**config.mk**
```make
export PLATFORM = sky130hd
export DESIGN_NAME = mtc_div
export DESIGN_NICKNAME = d
export VERILOG_FILES = /design/src/hdl/mtc_div.sv
export SDC_FILE = /design/constraint.sdc
export NUM_CORES = 2
export LEC_CHECK = 0
export ABC_AREA = 1
export BUFFER_PORTS_ARGS = -buffer_cell sky130_fd_sc_hd__buf_2
export CORE_MARGIN = 2
export CORE_UTILIZATION = 35
export CTS_CLUSTER_SIZE = 25
export DETAILED_ROUTE_END_ITERATION = 10
export HOLD_SLACK_MARGIN = 0.06
export PLACE_DENSITY = 0.48
export SLEW_MARGIN = 25
export SYNTH_ARGS = -nofsm -noshare
export SYNTH_HDL_FRONTEND = slang
export SYNTH_SLANG_ARGS = --single-unit
export TNS_END_PERCENT = 30
```
**constraint.sdc**
```tcl
create_clock -name clk -period 4.6 [get_ports clk]
set_input_delay 0.46 -clock clk [delete_from_list [all_inputs] [get_ports clk]]
set_output_delay 0.46 -clock clk [all_outputs]
set_load 0.05 [all_outputs]
```
**src/hdl/mtc_div.sv**
```systemverilog
// Pipelined unsigned restoring divider, one quotient bit per stage, with overflow flag.
module mtc_div #(
	parameter int NW = 29,
	parameter int DW = 14,
	parameter int QW = 25,
	parameter int TW = 2
) (
	input  logic          clk,
	input  logic          arst_n,
	input  logic          in_valid,
	input  logic [NW-1:0] num,
	input  logic [DW-1:0] den,
	input  logic [TW-1:0] tag_in,
	output logic          out_valid,
	output logic [QW-1:0] quo,
	output logic          ovf,
	output logic [TW-1:0] tag_out
);

	localparam int CW = (NW > DW + QW) ? NW : DW + QW;

	logic          vld_s [0:QW];
	logic [NW-1:0] rem_s [0:QW];
	logic [DW-1:0] den_s [0:QW];
	logic [QW-1:0] quo_s [0:QW];
	logic          ovf_s [0:QW];
	logic [TW-1:0] tag_s [0:QW];

	// Entry stage: load operands and flag quotients that do not fit in QW bits.
	always_ff @(posedge clk or negedge arst_n) begin
		if (!arst_n) begin
			vld_s[0] <= 1'b0;
		end else begin
			vld_s[0] <= in_valid;
		end
	end

	always_ff @(posedge clk) begin
		rem_s[0] <= num;
		den_s[0] <= den;
		quo_s[0] <= '0;
		ovf_s[0] <= CW'(num) >= (CW'(den) << QW);
		tag_s[0] <= tag_in;
	end

	// One trial subtraction per stage, most significant quotient bit first.
	for (genvar g = 0; g < QW; g++) begin : g_step
		localparam int B = QW - 1 - g;
		logic [CW-1:0] trial;
		logic          take;

		assign trial = CW'(den_s[g]) << B;
		assign take = CW'(rem_s[g]) >= trial;

		always_ff @(posedge clk or negedge arst_n) begin
			if (!arst_n) begin
				vld_s[g+1] <= 1'b0;
			end else begin
				vld_s[g+1] <= vld_s[g];
			end
		end

		always_ff @(posedge clk) begin
			rem_s[g+1] <= take ? NW'(CW'(rem_s[g]) - trial) : rem_s[g];
			quo_s[g+1] <= {quo_s[g][QW-2:0], take};
			den_s[g+1] <= den_s[g];
			ovf_s[g+1] <= ovf_s[g];
			tag_s[g+1] <= tag_s[g];
		end
	end

	assign out_valid = vld_s[QW];
	assign quo = quo_s[QW];
	assign ovf = ovf_s[QW];
	assign tag_out = tag_s[QW];

endmodule

```
==> flow_metrics.env <==
export IMPL_status="complete, no violations"
export IMPL_track_usage=0.1793
export IMPL_initial_utilization=0.3530
export IMPL_vias=45249
export IMPL_drt_iter0_markers=2565
export IMPL_r2r_slack_ns=1.41
export IMPL_layout_drive_gt1_share=0.05568
export IMPL_synth_fp_nets=7844
export IMPL_area_growth_pct=15.00
export IMPL_design_die_area_um2=172100
export IMPL_die_w_um=414.9
export IMPL_drtAntennaViolNets=0
export IMPL_synth_top_area_share=0.5007
export IMPL_synth_warnings=0
export IMPL_hp_class="in2async"
export IMPL_hpwl_um=123500
export IMPL_grt_pass1_vias=44870
export IMPL_num_rows=150
export IMPL_maxCapViolCount=0
export IMPL_drv_slew=0
export IMPL_synth_edf_count=0
export IMPL_syn_area_um2=59090
export IMPL_io_pins=77
export IMPL_dp_cells=9667
export IMPL_powerDensity_nw_per_um2=676.7
export IMPL_synth_top_area_cell="dfxtp_1"
export IMPL_dieHeight_um=414.9
export IMPL_post_cts_resized=0
export IMPL_fin_crit_sh=0.6930
export IMPL_synth_distinct_cells=48
export IMPL_setup_tns_ns=0
export IMPL_async_reset_ff_frac=0.01729
export IMPL_worst_slew_pin_slew_ns=0.9046
export IMPL_hold_viol_final=0
export IMPL_synth_cells=7463
export IMPL_worstSetupPathType="reg2reg"
export IMPL_fmax_mhz=313.7
export IMPL_crit_fanout=23
export IMPL_avgSynthCellArea_um2=7.918
export IMPL_skew_ns=0.02855
export IMPL_vias_per_cell=4.517
export IMPL_setup_viol=0
export IMPL_wl_per_cell_um=15.48
export IMPL_cts_tree="yes"
export IMPL_insertion_delay_ns=0.80
export IMPL_p_leak_nw=33.94
export IMPL_final_cells=10017
export IMPL_grt_pass1_wl_um=244800
export IMPL_fillCellCount=17171
export IMPL_cts_buffers=162
export IMPL_clk_pin_slew_ns=0.06
export IMPL_r2r_start="rem_s[15][9]"
export IMPL_required_ns=5.32
export IMPL_relSlewSlack=0.3955
export IMPL_synth_seq_cells=1504
export IMPL_cts_buffer_depth=3
export IMPL_drc=0
export IMPL_cts_setup_buffers=0
export IMPL_reg2reg_to="rem_s[16][22]"
export IMPL_synth_commonest_cells="2,322 x nand2_1, 1,478 x dfxtp_1, 1,139 x inv_1"
export IMPL_worst_endpoint_arrival_ns=3.91
export IMPL_dominantRegCellSynth="dfxtp_1"
export IMPL_place_gp_congestion=0.9284
export IMPL_cts_sinks=1504
export IMPL_synth_area_leaders="dfxtp_1 50%, nand2_1 15%, inv_1 7.2%"
export IMPL_dr_pass1_iters=6
export IMPL_cts_root_buf="clkbuf_16"
export IMPL_nets=8055
export IMPL_grt_ovfl_total=0
export IMPL_crit_path_start_kind="register"
export IMPL_io_buffers=76
export IMPL_antenna_found_initial=1
export IMPL_htree_levels=4
export IMPL_crit_path_end_kind="register"
export IMPL_finalCriticalPeriod_ns=3.188
export IMPL_drt_wl_total_um=155100
export IMPL_core_um2=167400
export IMPL_reg2regPathDepth=13
export IMPL_yosysMostFrequentCell="nand2_1"
export IMPL_crit_start="rem_s[15][9]"
export IMPL_peakVddDrop_v=0.0003954
export IMPL_rsz0062_at_grt="false"
export IMPL_ys_seq_area_frac=0.5118
export IMPL_antenna_cells=0
export IMPL_grt_max_degree=30
[timing repair]
action | 4_1_cts | 5_1_grt
endpoints found under the hold margin | 73 | 0
hold buffers | 47 | 0
setup endpoints to repair | 0 | 0
[state kept, by name, indices dropped and copies added, names as in the netlist]
register,cells
den_s,350
out_valid,1
ovf_s,26
quo_s,325
rem_s,725
tag_s,52
vld_s,25
[layout make-up]
cell class	instances	area, µm²	area share
Multi-Input combinational cell	4727	23990	0.3531
Clock buffer	217	4604	0.06776
Timing Repair Buffer	131	910.9	0.01340
Sequential cell	1504	30240	0.4450
Clock inverter	86	1141	0.01679
Tap cell	2204	2758	0.04058
Inverter	1148	4309	0.06341
[kinds of logic (layout without fill, tap and decap cells)]
kind of cell	after synthesis	in the layout	share of synthesized area
adder cells (fa/ha/maj)	333	333	0.07356
buffers and inverters	1232	1582	0.08222
XOR/XNOR	174	174	0.02579
AND/OR/NAND/NOR	3786	3786	0.2670
AO/OA/AOI/OAI	434	434	0.03972
flip-flops	1504	1504	0.5118
[report_power, final]
group / internal [mW] / total [mW] / switching [mW]
clock: 8.15 / 13.6 / 5.49
combinational: 5.10 / 15.2 / 10.1
sequential: 15.4 / 17.2 / 1.74
total: 28.7 / 46.0 / 17.3
[worst max path at each step]
stage / to / slack (ns) / cells after the start
3_5_place_dp: rem_s[16][22] / 1.38 / 13
5_1_grt: rem_s[16][20] / 1.05 / 13
4_1_cts: rem_s[16][22] / 1.36 / 13
3_3_place_gp: rem_s[16][18] / 1.42 / 13
2_1_floorplan: rem_s[20][13] / 2.60 / 13
6_report: rem_s[16][22] / 1.41 / 13
[metal layers]
metal,up-vias,wire (µm),global-route usage
met4,0,3915,0.05394
met1,20652,73380,0.2356
met5,-,0,0
met3,235,5672,0.02587
li1,23647,-,-
met2,715,72110,0.3037
[per-stage QoR]
| step | power [mW] | utilization | hold WS, ns | setup slack [ns] | area (µm²) |
|---|---|---|---|---|---|
| floorplan | 27.88 | - | 0.1644 | 2.600 | 59090 |
| detailed placement | 32.52 | 0.3688 | 0.3121 | 1.384 | 61740 |
| global route | 49.51 | 0.4059 | 0.2175 | 1.053 | 67950 |
| CTS | 46.51 | 0.4059 | 0.1407 | 1.361 | 67950 |
| finish | 45.99 | 0.4059 | 0.2042 | 1.412 | 67950 |
| global placement | 32.60 | 0.3688 | 0.3100 | 1.416 | 61740 |
[critical path: stages (launching register included)]
cell and delay (ns):
dfxtp_1 0.29, inv_1 0.06, ha_1 0.18, inv_1 0.07
fa_1 0.44, nand3_1 0.12, nand3_1 0.17, nand3_1 0.12
nand3b_1 0.13, nand2_1 0.08, nand2_1 0.52, inv_1 0.72
nand2_1 0.10, nand2_1 0.09
[placed cells by master, fill, tap and decap left out, types with 10 or more instances in the layout]
cell type and count:
ha_1 309, a21boi_0 11, nand3_1 441, nand2_1 2322, nor2_2 13, o21bai_1 10, dlygate4sd3_1 47, or2_2 15
nand4_1 155, clkinv_2 26, buf_2 76, xor2_1 135, nor2_1 649, inv_1 1139, clkbuf_8 28, dfrtp_1 26
clkbuf_1 24, dfxtp_1 1478, bufinv_16 18, a21o_1 10, and2_1 10, nor3_1 57, nor4_1 28, nand3b_1 69
xnor2_1 39, a21oi_2 13, clkinvlp_4 13, a21oi_1 233, fa_1 24, o21ai_0 130, clkbuf_16 165
No activity file was read; power rests on OpenSTA's default activity.
